### config.mk
export PLATFORM = sky130hd
export DESIGN_NAME = led_matrix_chain_framer
export DESIGN_NICKNAME = d
export VERILOG_FILES = /design/src/hw/rtl/lmcf_pkg.sv /design/src/hw/rtl/lmcf_ram.sv /design/src/hw/rtl/led_matrix_chain_framer.sv
export SDC_FILE = /design/constraint.sdc
export NUM_CORES = 1
export LEC_CHECK = 0
export BUFFER_PORTS_ARGS = -buffer_cell sky130_fd_sc_hd__buf_2
export CORE_MARGIN = 3
export CORE_UTILIZATION = 61
export CTS_BUF_LIST = sky130_fd_sc_hd__clkbuf_4 sky130_fd_sc_hd__clkbuf_8
export CTS_CLUSTER_DIAMETER = 200
export DETAILED_ROUTE_END_ITERATION = 12
export MAX_ROUTING_LAYER = met4
export PLACE_DENSITY = 0.86
export SLEW_MARGIN = 25
export SYNTH_ARGS = -nofsm -noshare
export SYNTH_HDL_FRONTEND = slang
export SYNTH_HIERARCHICAL = 1
export SYNTH_SLANG_ARGS = --single-unit
### constraint.sdc
create_clock -name clk -period 3.7 [get_ports clk]
set_clock_uncertainty 0.2 [all_clocks]
set_input_delay 0.185 -clock clk [delete_from_list [all_inputs] [get_ports clk]]
set_output_delay 0.185 -clock clk [all_outputs]
set_load 0.01 [all_outputs]
### src/hw/rtl/lmcf_pkg.sv
`default_nettype none
// ----------------------------------------------------------------------------
// lmcf_pkg
// Shared types, codes and the control store of the LED matrix chain framer.
// ----------------------------------------------------------------------------
package lmcf_pkg;

	// command codes
	typedef logic [2:0] op_t;
	localparam op_t OP_INIT  = 3'd0;
	localparam op_t OP_CLEAR = 3'd1;
	localparam op_t OP_SET   = 3'd2;
	localparam op_t OP_ROW   = 3'd3;
	localparam op_t OP_GET   = 3'd4;

	// driver register addresses
	localparam logic [3:0] REG_NOOP      = 4'h0;
	localparam logic [3:0] REG_DIGIT_1   = 4'h1;
	localparam logic [3:0] REG_DIGIT_8   = 4'h8;
	localparam logic [3:0] REG_DECODE    = 4'h9;
	localparam logic [3:0] REG_INTENSITY = 4'hA;
	localparam logic [3:0] REG_SCAN      = 4'hB;
	localparam logic [3:0] REG_SHUTDOWN  = 4'hC;
	localparam logic [3:0] REG_TEST      = 4'hF;

	localparam logic [7:0] DATA_ZERO = 8'h00;
	localparam logic [7:0] DATA_ONE  = 8'h01;

	// configuration register indexes
	localparam logic CFG_INTENSITY = 1'b0;
	localparam logic CFG_SCAN      = 1'b1;

	// datapath selects
	typedef enum logic [1:0] {AS_ZERO, AS_CONST, AS_DIGIT, AS_TGT} addr_sel_t;
	typedef enum logic [2:0] {
		DS_ZERO, DS_ONE, DS_INTENSITY, DS_SCAN, DS_PIX_TGT, DS_ROW_TGT
	} data_sel_t;
	typedef enum logic [1:0] {LP_NONE, LP_POS, LP_POS_DIG, LP_COL} loop_t;
	typedef enum logic [1:0] {MEM_NONE, MEM_RD, MEM_WR_PIX, MEM_WR_ROW} mem_op_t;

	// program steps
	typedef logic [3:0] step_t;
	localparam step_t S_IDLE      = 4'd0;
	localparam step_t S_INIT_TEST = 4'd1;
	localparam step_t S_INIT_SHDN = 4'd2;
	localparam step_t S_INIT_INT  = 4'd3;
	localparam step_t S_INIT_SCAN = 4'd4;
	localparam step_t S_INIT_DEC  = 4'd5;
	localparam step_t S_CLR       = 4'd6;
	localparam step_t S_PX_RD     = 4'd7;
	localparam step_t S_PX_WR     = 4'd8;
	localparam step_t S_PX_FRM    = 4'd9;
	localparam step_t S_ROW_WR    = 4'd10;
	localparam step_t S_ROW_FRM   = 4'd11;
	localparam step_t S_GP_RD     = 4'd12;
	localparam step_t S_GP_OUT    = 4'd13;

	// one control word
	typedef struct packed {
		logic       emit;
		addr_sel_t  asel;
		logic [3:0] addr;
		data_sel_t  dsel;
		logic       pix_out;
		loop_t      loop;
		mem_op_t    mem;
		step_t      nxt;
	} ctrl_t;

	// control store
	function automatic ctrl_t ucode(step_t s);
		ctrl_t c;
		c.emit    = 1'b0;
		c.asel    = AS_ZERO;
		c.addr    = REG_NOOP;
		c.dsel    = DS_ZERO;
		c.pix_out = 1'b0;
		c.loop    = LP_NONE;
		c.mem     = MEM_NONE;
		c.nxt     = S_IDLE;
		case (s)
			S_INIT_TEST: begin
				c.emit = 1'b1; c.asel = AS_CONST; c.addr = REG_TEST;
				c.loop = LP_POS; c.nxt = S_INIT_SHDN;
			end
			S_INIT_SHDN: begin
				c.emit = 1'b1; c.asel = AS_CONST; c.addr = REG_SHUTDOWN;
				c.dsel = DS_ONE; c.loop = LP_POS; c.nxt = S_INIT_INT;
			end
			S_INIT_INT: begin
				c.emit = 1'b1; c.asel = AS_CONST; c.addr = REG_INTENSITY;
				c.dsel = DS_INTENSITY; c.loop = LP_POS; c.nxt = S_INIT_SCAN;
			end
			S_INIT_SCAN: begin
				c.emit = 1'b1; c.asel = AS_CONST; c.addr = REG_SCAN;
				c.dsel = DS_SCAN; c.loop = LP_POS; c.nxt = S_INIT_DEC;
			end
			S_INIT_DEC: begin
				c.emit = 1'b1; c.asel = AS_CONST; c.addr = REG_DECODE;
				c.loop = LP_POS; c.nxt = S_CLR;
			end
			S_CLR: begin
				c.emit = 1'b1; c.asel = AS_DIGIT; c.loop = LP_POS_DIG; c.nxt = S_IDLE;
			end
			S_PX_RD: begin
				c.mem = MEM_RD; c.nxt = S_PX_WR;
			end
			S_PX_WR: begin
				c.mem = MEM_WR_PIX; c.nxt = S_PX_FRM;
			end
			S_PX_FRM: begin
				c.emit = 1'b1; c.asel = AS_TGT; c.dsel = DS_PIX_TGT;
				c.loop = LP_POS; c.nxt = S_IDLE;
			end
			S_ROW_WR: begin
				c.mem = MEM_WR_ROW; c.loop = LP_COL; c.nxt = S_ROW_FRM;
			end
			S_ROW_FRM: begin
				c.emit = 1'b1; c.asel = AS_TGT; c.dsel = DS_ROW_TGT;
				c.loop = LP_POS; c.nxt = S_IDLE;
			end
			S_GP_RD: begin
				c.mem = MEM_RD; c.nxt = S_GP_OUT;
			end
			S_GP_OUT: begin
				c.emit = 1'b1; c.pix_out = 1'b1; c.nxt = S_IDLE;
			end
			default: begin
				c.nxt = S_IDLE;
			end
		endcase
		return c;
	endfunction

endpackage
`default_nettype wire

### src/hw/rtl/lmcf_ram.sv
`default_nettype none
// ----------------------------------------------------------------------------
// lmcf_ram
// Generic single write port RAM with one registered read port.
// ----------------------------------------------------------------------------
module lmcf_ram #(
	parameter int WIDTH = 8,
	parameter int DEPTH = 32
) (
	input  wire logic                     clk,
	input  wire logic                     we,
	input  wire logic [$clog2(DEPTH)-1:0] waddr,
	input  wire logic [WIDTH-1:0]         wdata,
	input  wire logic                     re,
	input  wire logic [$clog2(DEPTH)-1:0] raddr,
	output logic      [WIDTH-1:0]         rdata
);

	logic [WIDTH-1:0] mem_q [DEPTH];

	// write port
	always_ff @(posedge clk) begin
		if (we) begin
			mem_q[waddr] <= wdata;
		end
	end

	// registered read, held while not enabled
	always_ff @(posedge clk) begin
		if (re) begin
			rdata <= mem_q[raddr];
		end
	end

endmodule
`default_nettype wire

### src/hw/rtl/led_matrix_chain_framer.sv
`default_nettype none
// ----------------------------------------------------------------------------
// led_matrix_chain_framer
// Frame buffer and word framer for a chain of 8x8 LED matrix driver chips,
// run by a small microcoded sequencer over a plain datapath.
// ----------------------------------------------------------------------------
// Sequence: init and clear load their first word into the output register
// straight from their entry step; set pixel first reads and rewrites the
// buffer byte, set row writes one buffer row per matrix column, and get
// pixel reads the buffer before its word. Words then leave one per cycle
// unless stalled. Each command returns the step counter to idle, and only
// there is the next command taken; in_stall is high while a program runs.
// Reset: arst_n clears control state and the per-row valid bits at once, so
// the frame buffer reads as zeros; intensity resets to 15, scan limit to 7.
module led_matrix_chain_framer #(
	parameter int MATRICES_X   = 4,
	parameter int MATRICES_Y   = 1,
	parameter int CHAIN_LENGTH = 4
) (
	input  wire logic              clk,
	input  wire logic              arst_n,
	// configuration port
	input  wire logic              psel,
	input  wire logic              penable,
	input  wire logic              pwrite,
	input  wire logic [2:0]        paddr,
	input  wire logic [31:0]       pwdata,
	output logic      [31:0]       prdata,
	output logic                   pready,
	// command channel
	input  wire logic              in_valid,
	output logic                   in_stall,
	input  wire lmcf_pkg::op_t     op,
	input  wire logic [7:0]        x,
	input  wire logic [7:0]        y,
	input  wire logic              pixel_on,
	input  wire logic [7:0]        row_byte_0,
	input  wire logic [7:0]        row_byte_1,
	input  wire logic [7:0]        row_byte_2,
	input  wire logic [7:0]        row_byte_3,
	// word channel
	output logic                   out_valid,
	input  wire logic              out_stall,
	output logic      [3:0]        reg_address,
	output logic      [7:0]        reg_data,
	output logic      [1:0]        chain_position,
	output logic                   frame_last,
	output logic                   run_last,
	output logic                   pixel_value
);

	import lmcf_pkg::*;

	localparam int NUM_MAT   = MATRICES_X * MATRICES_Y;
	localparam int ROW_COUNT = NUM_MAT * 8;
	localparam int IDX_W     = $clog2(ROW_COUNT);
	localparam int COL_W     = (MATRICES_X > 1) ? $clog2(MATRICES_X) : 1;
	localparam int BAND_W    = (MATRICES_Y > 1) ? $clog2(MATRICES_Y) : 1;
	localparam int POS_W     = (CHAIN_LENGTH > 1) ? $clog2(CHAIN_LENGTH) : 1;
	localparam int CMP_W     = $clog2(NUM_MAT + CHAIN_LENGTH + 1);
	localparam logic [7:0]       LAST_COL = 8'(MATRICES_X * 8 - 1);
	localparam logic [7:0]       LAST_ROW = 8'(MATRICES_Y * 8 - 1);
	localparam logic [POS_W-1:0] POS_LAST = POS_W'(CHAIN_LENGTH - 1);
	localparam logic [COL_W-1:0] COL_LAST = COL_W'(MATRICES_X - 1);

	// configuration registers
	logic [3:0] intensity_q;
	logic [2:0] scan_limit_q;

	assign pready = 1'b1;

	always_ff @(posedge clk or negedge arst_n) begin
		if (!arst_n) begin
			intensity_q  <= 4'd15;
			scan_limit_q <= 3'd7;
		end else if (psel && penable && pwrite) begin
			case (paddr[2])
				CFG_INTENSITY: intensity_q  <= pwdata[3:0];
				CFG_SCAN:      scan_limit_q <= pwdata[2:0];
				default:       intensity_q  <= intensity_q;
			endcase
		end
	end

	always_comb begin
		case (paddr[2])
			CFG_INTENSITY: prdata = {28'd0, intensity_q};
			CFG_SCAN:      prdata = {29'd0, scan_limit_q};
			default:       prdata = 32'd0;
		endcase
	end

	// sequencer state
	step_t            pc_q;
	logic [POS_W-1:0] pos_q;
	logic [3:0]       digit_q;
	logic [COL_W-1:0] colc_q;
	logic             out_valid_q;

	// latched command operands
	logic [CMP_W-1:0] m_q;
	logic [CMP_W-1:0] base_q;
	logic [IDX_W-1:0] idx_q;
	logic [2:0]       row_q;
	logic [2:0]       xbit_q;
	logic             pix_q;
	logic [7:0]       rows_q [4];
	logic [7:0]       byte_q;

	ctrl_t cw;
	logic  in_acc;
	logic  out_free;
	logic  go;
	logic  pos_last;
	logic  col_last;
	logic  dig_last;
	logic  done;
	step_t entry;

	assign cw       = ucode(pc_q);
	assign in_stall = (pc_q != S_IDLE);
	assign in_acc   = in_valid && !in_stall;
	assign out_free = !out_valid_q || !out_stall;
	assign go       = !cw.emit || out_free;
	assign pos_last = (pos_q == POS_LAST);
	assign col_last = (colc_q == COL_LAST);
	assign dig_last = (digit_q == REG_DIGIT_8);

	// loop termination
	always_comb begin
		case (cw.loop)
			LP_NONE:    done = 1'b1;
			LP_POS:     done = pos_last;
			LP_POS_DIG: done = pos_last && dig_last;
			LP_COL:     done = col_last;
			default:    done = 1'b1;
		endcase
	end

	// program entry per command
	always_comb begin
		case (op)
			OP_INIT:  entry = S_INIT_TEST;
			OP_CLEAR: entry = S_CLR;
			OP_SET:   entry = S_PX_RD;
			OP_ROW:   entry = S_ROW_WR;
			OP_GET:   entry = S_GP_RD;
			default:  entry = S_IDLE;
		endcase
	end

	// coordinate clamping and matrix index
	logic [7:0]        x_cl;
	logic [7:0]        y_cl;
	logic [COL_W-1:0]  col_in;
	logic [BAND_W-1:0] band_in;
	logic [CMP_W-1:0]  base_in;
	logic [CMP_W-1:0]  m_in;

	assign x_cl    = (x > LAST_COL) ? LAST_COL : x;
	assign y_cl    = (y > LAST_ROW) ? LAST_ROW : y;
	assign col_in  = x_cl[COL_W+2:3];
	assign band_in = y_cl[BAND_W+2:3];
	assign base_in = CMP_W'(MATRICES_X) * CMP_W'(band_in);
	assign m_in    = base_in + CMP_W'(col_in);

	// operand capture
	always_ff @(posedge clk) begin
		if (in_acc) begin
			m_q       <= m_in;
			base_q    <= base_in;
			idx_q     <= IDX_W'({m_in, y_cl[2:0]});
			row_q     <= y_cl[2:0];
			xbit_q    <= x_cl[2:0];
			pix_q     <= pixel_on;
			rows_q[0] <= row_byte_0;
			rows_q[1] <= row_byte_1;
			rows_q[2] <= row_byte_2;
			rows_q[3] <= row_byte_3;
		end
	end

	// step counter and loop counters
	always_ff @(posedge clk or negedge arst_n) begin
		if (!arst_n) begin
			pc_q    <= S_IDLE;
			pos_q   <= '0;
			digit_q <= REG_DIGIT_1;
			colc_q  <= '0;
		end else if (pc_q == S_IDLE) begin
			if (in_acc) begin
				pc_q    <= entry;
				pos_q   <= '0;
				digit_q <= REG_DIGIT_1;
				colc_q  <= '0;
			end
		end else if (go) begin
			case (cw.loop)
				LP_POS: begin
					pos_q <= pos_last ? '0 : pos_q + 1'b1;
				end
				LP_POS_DIG: begin
					pos_q <= pos_last ? '0 : pos_q + 1'b1;
					if (pos_last) begin
						digit_q <= digit_q + 4'd1;
					end
				end
				LP_COL: begin
					colc_q <= col_last ? '0 : colc_q + 1'b1;
				end
				default: begin
					pos_q <= pos_q;
				end
			endcase
			if (done) begin
				pc_q <= cw.nxt;
			end
		end
	end

	// frame buffer with per-row valid bits
	logic [ROW_COUNT-1:0] valid_q;
	logic                 ram_we;
	logic [IDX_W-1:0]     ram_waddr;
	logic [7:0]           ram_wdata;
	logic                 ram_re;
	logic [7:0]           ram_rdata;
	logic [7:0]           cur_byte;
	logic [7:0]           bit_mask;
	logic [7:0]           new_byte;
	logic [CMP_W-1:0]     wr_mat;

	assign cur_byte = valid_q[idx_q] ? ram_rdata : 8'd0;
	assign bit_mask = 8'd1 << xbit_q;
	assign new_byte = pix_q ? (cur_byte | bit_mask) : (cur_byte & ~bit_mask);
	assign wr_mat   = base_q + CMP_W'(colc_q);
	assign ram_re   = go && (cw.mem == MEM_RD);

	always_comb begin
		case (cw.mem)
			MEM_WR_PIX: begin
				ram_we    = 1'b1;
				ram_waddr = idx_q;
				ram_wdata = new_byte;
			end
			MEM_WR_ROW: begin
				ram_we    = 1'b1;
				ram_waddr = IDX_W'({wr_mat, row_q});
				ram_wdata = rows_q[2'(colc_q)];
			end
			default: begin
				ram_we    = 1'b0;
				ram_waddr = idx_q;
				ram_wdata = new_byte;
			end
		endcase
	end

	always_ff @(posedge clk or negedge arst_n) begin
		if (!arst_n) begin
			valid_q <= '0;
		end else if (ram_we) begin
			valid_q[ram_waddr] <= 1'b1;
		end
	end

	always_ff @(posedge clk) begin
		if (cw.mem == MEM_WR_PIX) begin
			byte_q <= new_byte;
		end
	end

	lmcf_ram #(
		.WIDTH (8),
		.DEPTH (ROW_COUNT)
	) u_frame_ram (
		.clk   (clk),
		.we    (ram_we),
		.waddr (ram_waddr),
		.wdata (ram_wdata),
		.re    (ram_re),
		.raddr (idx_q),
		.rdata (ram_rdata)
	);

	// target decode for one chain position
	logic [CMP_W-1:0] pos_ext;
	logic [CMP_W-1:0] pos_off;
	logic             tgt;
	logic [7:0]       tgt_byte;

	assign pos_ext = CMP_W'(pos_q);
	assign pos_off = pos_ext - base_q;

	always_comb begin
		case (cw.dsel)
			DS_PIX_TGT: begin
				tgt      = (pos_ext == m_q);
				tgt_byte = byte_q;
			end
			DS_ROW_TGT: begin
				tgt      = (pos_ext >= base_q) &&
				           (pos_ext < base_q + CMP_W'(MATRICES_X));
				tgt_byte = rows_q[pos_off[1:0]];
			end
			default: begin
				tgt      = 1'b0;
				tgt_byte = DATA_ZERO;
			end
		endcase
	end

	// word assembly
	logic [3:0] word_addr;
	logic [7:0] word_data;

	always_comb begin
		case (cw.asel)
			AS_CONST: word_addr = cw.addr;
			AS_DIGIT: word_addr = digit_q;
			AS_TGT:   word_addr = tgt ? {1'b0, row_q} + 4'd1 : REG_NOOP;
			default:  word_addr = REG_NOOP;
		endcase
		case (cw.dsel)
			DS_ONE:       word_data = DATA_ONE;
			DS_INTENSITY: word_data = {4'd0, intensity_q};
			DS_SCAN:      word_data = {5'd0, scan_limit_q};
			DS_PIX_TGT,
			DS_ROW_TGT:   word_data = tgt ? tgt_byte : DATA_ZERO;
			default:      word_data = DATA_ZERO;
		endcase
	end

	// output register
	always_ff @(posedge clk or negedge arst_n) begin
		if (!arst_n) begin
			out_valid_q <= 1'b0;
		end else if (cw.emit && go) begin
			out_valid_q <= 1'b1;
		end else if (!out_stall) begin
			out_valid_q <= 1'b0;
		end
	end

	always_ff @(posedge clk) begin
		if (cw.emit && go) begin
			reg_address    <= word_addr;
			reg_data       <= word_data;
			chain_position <= 2'(pos_q);
			frame_last     <= ((cw.loop == LP_POS) || (cw.loop == LP_POS_DIG)) && pos_last;
			run_last       <= done && (cw.nxt == S_IDLE);
			pixel_value    <= cw.pix_out && cur_byte[xbit_q];
		end
	end

	assign out_valid = out_valid_q;

	// checks
	a_cmd_starts: assert property (@(posedge clk) disable iff (!arst_n)
		(in_acc && (op == OP_INIT || op == OP_CLEAR || op == OP_SET ||
		            op == OP_ROW || op == OP_GET)) |=> (pc_q != S_IDLE))
		else $error("known command did not start a program");

	a_pixel_single: assert property (@(posedge clk) disable iff (!arst_n)
		(out_valid && pixel_value) |-> (run_last && !frame_last))
		else $error("pixel value outside a get pixel result");

	a_run_end_frame: assert property (@(posedge clk) disable iff (!arst_n)
		(out_valid && run_last && !frame_last) |->
		(reg_address == REG_NOOP && reg_data == DATA_ZERO && chain_position == 2'd0))
		else $error("run ended in the middle of a frame");

	a_frame_pos: assert property (@(posedge clk) disable iff (!arst_n)
		(out_valid && frame_last) |-> (chain_position == 2'(POS_LAST)))
		else $error("frame ended at wrong chain position");

	a_busy_no_take: assert property (@(posedge clk) disable iff (!arst_n)
		(pc_q != S_IDLE) |-> !in_acc)
		else $error("command taken while a program runs");

endmodule
`default_nettype wire
==> reports/results.ini, run 1 <==
[status]
outcome = complete, no violations

[timing]
slew_headroom_pct = 29.9
max_freq_ghz = 0.280
layout_min_cycle_time_ps = 3580
drv_slew = 0
fin_hold_ws_ps = 111
rsz0062_at_grt = no
finalSetupTns_ps = 0
hold_viol = 0
fin_crit_sh_pct = 96.7
finalSetupViolations = 0
worst_pin_slew_ps = 1050

[cts]
clock_sinks = 383
insertion_delay_ps = 600
cts_resized = 0
root_buffer = clkbuf_8
cts_setup_buffers = 0
cts_tree = done
cts_buffers = 58
clk_pin_slew_worst_paths_ps = 70
hold_buffers = 69
cts_max_level = 2
clockBufferDepth = 3

[die]
row_count = 59
dieArea_sq_um = 28600
core_area_sq_um = 26100
die_x_um = 169
pin_count = 146
die_h_um = 169
start_util_pct = 62.2

[global_route]
grt_overflow_total = 0
first_global_vias = 9791
grt_max_degree = 52
antenna_found_initial = 0
grt_usage_pct = 28.7
grt_pass1_wl_um = 60000

[job]
maxCapViolations = 0

[route]
route.vias.total = 9778
dr.pass1.iters = 7
drtAntennaViolNets = 0
vias_per_cell = 6.51
drc = 0
drt-initial-drc-count = 1715
finalWirelength_um = 39400
wl_per_cell_um = 26.2

[logic_synthesis]
synth_area_leader_cell = edfxtp_1
ys_warn_count = 6
yosysSeqAreaShare_pct = 69.2
syn_inst = 893
ys.flop_type = edfxtp_1
synth_enable_flop_cells = 331
synth_top_area_share_pct = 61.1
ys_async_sr_fraction_pct = 13.6
synth-seq-cells = 383
synth_cell_types = 53
synth_area_sq_um = 16300
synthTopCellsByArea = edfxtp_1 61%, mux4_2 14%, dfrtp_1 6.8%
syn_area_per_cell_sq_um = 18.2

[layout]
area_growth_pct = 17.8
diodes = 0
utilization_pct = 73.3
drive_gt1_share_pct = 32.6
multi_input_area_sq_um = 4640
nNetsFinal = 1225
fillCellCount = 1398
regArea_sq_um = 11300

[worst_setup_path]
crit_slowest_cell = edfxtp_1
crit_chain = mux4_1, mux4_2, mux2i_4, o22ai_1, mux2_2
cp_top_family = multiplexers
path_buf_inv = 0
worstSetupStartpointType = flop
crit_path_end_kind = flop
slowest_delay_ps = 690
worstPathMaxFanout = 32
critPathArrivalTime_ps = 3600
cp.required_ps = 3720
worstSetupPathType = reg -> reg

[placement]
gp_congestion = 0.883
dp_hpwl_um = 22600
numPortBuffers = 86

[hold_path]
hold_class = in -> reg

[power_and_ir_drop]
max-vdd-ir-drop_uv = 361
power_density_nw_per_um2 = 626
p_leak_uw = 0.00703

==> cell type report <==
type	count	area share, %
Clock inverter	31	1.46
Timing Repair Buffer	206	7.85
Inverter	18	0.353
Multi-Input combinational cell	451	24.2
Tap cell	335	2.19
Sequential cell	383	58.8
Clock buffer	79	5.16
==> sequential cells by signal (all words and copies together) (netlist names), 2 cells and up <==
signal / flops
pos_q: 2
digit_q: 4
scan_limit_q: 3
colc_q: 2
rows_q: 32
valid_q: 32
xbit_q: 3
reg_address: 4
byte_q: 8
chain_position: 2
u_frame_ram/rdata: 8
reg_data: 8
idx_q: 4
pc_q: 4
u_frame_ram/mem_q: 256
intensity_q: 4
==> cell usage in the layout, fill, tap and decap left out, types with 14 or more instances in the layout <==
master and n:
buf_4 51, mux2_2 27, nor2_1 55, clkbuf_4 16, nand2_1 27, conb_1 30, clkbuf_8 63, inv_1 17
edfxtp_1 331, o22ai_1 17, dfrtp_1 44, clkinv_1 14, o21bai_1 16, o21ai_0 21, dlygate4sd3_1 69, mux4_2 100
buf_2 86, a21o_1 16
==> cells by family after synthesis <==
kind of cell             Yosys count  share of synthesized area (%)
other                              2                         0.0462
AND/OR/NAND/NOR                  153                           4.59
XOR/XNOR                           7                          0.377
multiplexers                     142                           17.5
adder cells (fa/ha/maj)           13                           1.00
flip-flops                       383                           69.2
AO/OA/AOI/OAI                    106                           4.35
buffers and inverters             87                           2.92
==> worst reg2reg max path, stage by stage (launching register included) <==
cell      delay [ps]
edfxtp_1         690
mux4_1           670
mux4_2           540
mux2i_4          330
o22ai_1          210
mux2_2           550
==> through the flow <==
stage	power (uW)	setup WS [ps]	cells	area (sq um)
5_1_grt	12400	67.7	1503	19100
3_5_place_dp	8110	297	1324	17200
4_1_cts	11900	217	1503	19100
3_3_place_gp	7980	369	1324	17200
6_report	12000	123	1503	19100
2_1_floorplan	7320	465	921	16400
==> synthesized netlist by cell type (12+ instances only) <==
library cell and instances:
edfxtp_1 331, a21o_1 16, nand2b_1 12, a22oi_1 12, inv_1 17, nand2_1 27, o21ai_0 21, nor2_1 55
ha_1 13, nor3_1 12, a21oi_1 12, mux4_2 100, buf_4 35, clkbuf_1 21, o22ai_1 17, mux2_2 27
o21bai_1 16, dfrtp_1 44
==> worst paths after layout <==
check / startpoint / slack [ps] / endpoint / cells after the start
setup / recovery: idx_q[0] / 120 / u_frame_ram/mem_q[3][5] / 5
hold / removal: row_byte_1[4] / 110 / rows_q[1][4] / 2
setup reg to reg: idx_q[0] / 120 / u_frame_ram/mem_q[3][5] / 5
hold reg to reg: valid_q[25] / 250 / valid_q[25] / 1
max in group asynchronous: arst_n / 1270 / pc_q[0] / 4
min in group asynchronous: arst_n / 410 / valid_q[28] / 3
==> report_power, final <==
part | leakage, uW | internal (uW) | switching, uW
combinational | 0.00266 | 949 | 1550
clock | 0.000671 | 2100 | 1660
sequential | 0.00370 | 5460 | 257
total | 0.00703 | 8510 | 3470
==> routing by layer <==
metal | track usage, % | routed length (um)
met5 | - | 0
met4 | 9.60 | 1360
met3 | 4.75 | 3920
met2 | 44.9 | 19500
met1 | 39.4 | 14600
Power figures use the tool's default switching activity.
==> run 2, diff against run 1 <==
--- a/config.mk
+++ b/config.mk
@@ -6,13 +6,16 @@
 export NUM_CORES = 1
 export LEC_CHECK = 0
 export BUFFER_PORTS_ARGS = -buffer_cell sky130_fd_sc_hd__buf_2
+export CELL_PAD_IN_SITES_DETAIL_PLACEMENT = 0
+export CELL_PAD_IN_SITES_GLOBAL_PLACEMENT = 1
 export CORE_MARGIN = 3
-export CORE_UTILIZATION = 61
+export CORE_UTILIZATION = 53
 export CTS_BUF_LIST = sky130_fd_sc_hd__clkbuf_4 sky130_fd_sc_hd__clkbuf_8
 export CTS_CLUSTER_DIAMETER = 200
 export DETAILED_ROUTE_END_ITERATION = 12
 export MAX_ROUTING_LAYER = met4
-export PLACE_DENSITY = 0.86
+export PLACE_DENSITY = 0.87
+export RECOVER_POWER = 50
 export SLEW_MARGIN = 25
 export SYNTH_ARGS = -nofsm -noshare
 export SYNTH_HDL_FRONTEND = slang
==> run 2 against run 1 <==
The run now ends with max-capacitance violations, max-slew violations left. First-iteration DRC count fell by 52%. Largest cell class unchanged. Sequential power fell by 1%. Worst setup slack improved by 110 ps. Critical endpoint is now u_frame_ram/mem_q[11][6].
==> reports/results.ini, run 2 (synthesis results as in run 1) <==
[status]
outcome = complete, but fails checks
violations = max-capacitance violations, max-slew violations

[worst_setup_path]
crit_path_end_kind = flop
worstSetupPathType = reg -> reg
slowest_delay_ps = 690  ; about the same
worstPathMaxFanout = 32  ; unchanged
rrSetupSlack_ps = 240  ; +110 ps
crit_chain = mux4_1, mux4_2, mux2i_4, o22ai_1, mux2_2
critPathArrivalTime_ps = 3500  ; -100 ps
crit_slowest_cell = edfxtp_1
path_buf_inv = 0  ; unchanged
worstSetupStartpointType = flop
cp_top_family = multiplexers
rr_startpoint = idx_q[0]
r2r_cells = 5  ; unchanged
cp.required_ps = 3740  ; +20 ps
r2r-end = u_frame_ram/mem_q[11][6]

[global_route]
first_global_vias = 9109  ; -7.0%
antenna_found_initial = 0  ; unchanged
grt_usage_pct = 21.8  ; -6.8 points
grt_overflow_total = 0  ; unchanged
grt_max_degree = 81  ; +56%
grt_pass1_wl_um = 53700  ; -10%

[timing]
fin_hold_ws_ps = 102  ; -8.71 ps
worst_pin_slew_ps = 2080  ; +1030 ps
hold_viol = 0  ; unchanged
drv_slew = 38  ; +38
fin_crit_sh_pct = 93.6  ; -3.1 points
layout_min_cycle_time_ps = 3460  ; -113 ps
rsz0062_at_grt = no
finalSetupTns_ps = 0  ; unchanged
max_freq_ghz = 0.289  ; +3.3%
slew_headroom_pct = -38.5  ; -68 points
finalSetupViolations = 0  ; unchanged

[layout]
mostFrequentLayoutCell = edfxtp_1
nNetsFinal = 1224  ; -0.082%
fillCellCount = 2114  ; +51%
largest_reg_flops = 256  ; unchanged
drive_gt1_share_pct = 27.3  ; -5.3 points
diodes = 0  ; unchanged
largest-register = u_frame_ram/mem_q
layout_common_cells = 331 x edfxtp_1, 100 x mux4_2, 69 x dlygate4sd3_1, 60 x clkbuf_8, 60 x buf_2
top_regs = u_frame_ram/mem_q (256), rows_q (32), valid_q (32)
area_growth_pct = 16.6

[die]
core_area_sq_um = 30000  ; +15%
die_x_um = 181  ; +7.0%
die_h_um = 181  ; +7.0%
pin_count = 146  ; unchanged
row_count = 63  ; +6.8%
dieArea_sq_um = 32800  ; +15%
start_util_pct = 54.3  ; -7.9 points

[cts]
root_buffer = clkbuf_8
cts_buffers = 59  ; +1.7%
cts_setup_buffers = 0  ; unchanged
cts_tree = done
cts_max_level = 2  ; unchanged
insertion_delay_ps = 610  ; about the same
clk_pin_slew_worst_paths_ps = 60  ; about the same
clockBufferDepth = 3  ; unchanged
clock_sinks = 383  ; unchanged

[hold_path]
worstHoldPathCells = 2  ; unchanged
hold_class = in -> reg
whs_endpoint = rows_q[3][7]
min_from = row_byte_3[7]

[power_and_ir_drop]
p_leak_uw = 0.00678  ; -3.7%
max-vdd-ir-drop_uv = 332  ; -8.1%
power_density_nw_per_um2 = 603  ; -3.6%

[job]
maxCapViolations = 1  ; +1

[route]
wl_per_cell_um = 22.4  ; -14%
dr.pass1.iters = 5  ; -2
drc = 0  ; unchanged
finalWirelength_um = 34800  ; -12%
vias_per_cell = 5.85  ; -10%
drtAntennaViolNets = 0  ; unchanged
route.vias.total = 9083  ; -7.1%
drt-initial-drc-count = 821  ; -52%

[placement]
gp_congestion = 0.795  ; -10%
numPortBuffers = 86  ; unchanged
dp_hpwl_um = 21800  ; -3.6%

-- run 2: cell count changes in the layout (fill, tap and decap cells not counted), moves of 3 or more --
cell,change
clkbuf_1,+50
buf_4,-28
buf_2,-26
clkbuf_4,+8
clkinv_2,-6
bufinv_16,-5
clkbuf_8,-3
clkinv_1,+3
dfstp_1,+3
dfstp_2,-3
-- run 2: metrics by stage --
stage | setup WS, ps | utilization [%] | cells | total power, uW | area (sq um)
final | 236 | 63.3 | 1553 | 11400 | 19000
after global routing | 46.0 | 63.3 | 1553 | 12000 | 19000
after CTS | 233 | 63.7 | 1553 | 11600 | 19100
after detailed placement | 239 | 57.7 | 1377 | 8170 | 17300
after global placement | 281 | 57.7 | 1377 | 8090 | 17300
after floorplan | 465 | - | 921 | 7320 | 16400
-- run 2: worst max path at each step --
stage          cells after the start  startpoint                        to  slack, ps
2_1_floorplan                      8     pc_q[3]  u_frame_ram/mem_q[18][0]        460
3_3_place_gp                       5    idx_q[0]  u_frame_ram/mem_q[28][6]        280
3_5_place_dp                       5    idx_q[0]  u_frame_ram/mem_q[23][0]        240
4_1_cts                            5    idx_q[0]  u_frame_ram/mem_q[15][0]        230
5_1_grt                           10     pc_q[1]                   pc_q[3]         50
6_report                           5    idx_q[0]  u_frame_ram/mem_q[11][6]        240
-- run 2: power by group --
| group | internal, uW | switching [uW] | total, uW |
|---|---|---|---|
| registers | 5460 | 193 | 5660 |
| logic | 925 | 1530 | 2460 |
| clock network | 1750 | 1570 | 3320 |
| total | 8140 | 3300 | 11400 |
-- run 2: final cells by class --
cell class,count,area (sq um),area share (%)
Clock buffer,84,1010,5.31
Clock inverter,23,109,0.574
Inverter,18,67.6,0.357
Multi-Input combinational cell,451,4640,24.5
Sequential cell,383,11300,59.4
Tap cell,390,488,2.57
Timing Repair Buffer,204,1390,7.34
-- run 2: layer usage --
| layer | vias to the layer above | wire length (um) | global-route usage [%] |
|---|---|---|---|
| li1 | 3991 | - | - |
| met1 | 4648 | 14600 | 30.8 |
| met2 | 385 | 17100 | 33.9 |
| met3 | 59 | 2430 | 3.64 |
| met4 | 0 | 733 | 5.58 |
| met5 | - | 0 | - |
-- run 2: timing repair --
item	CTS	global route
hold buffers	69	0
hold endpoints to repair	110	0
resized for setup	0	0
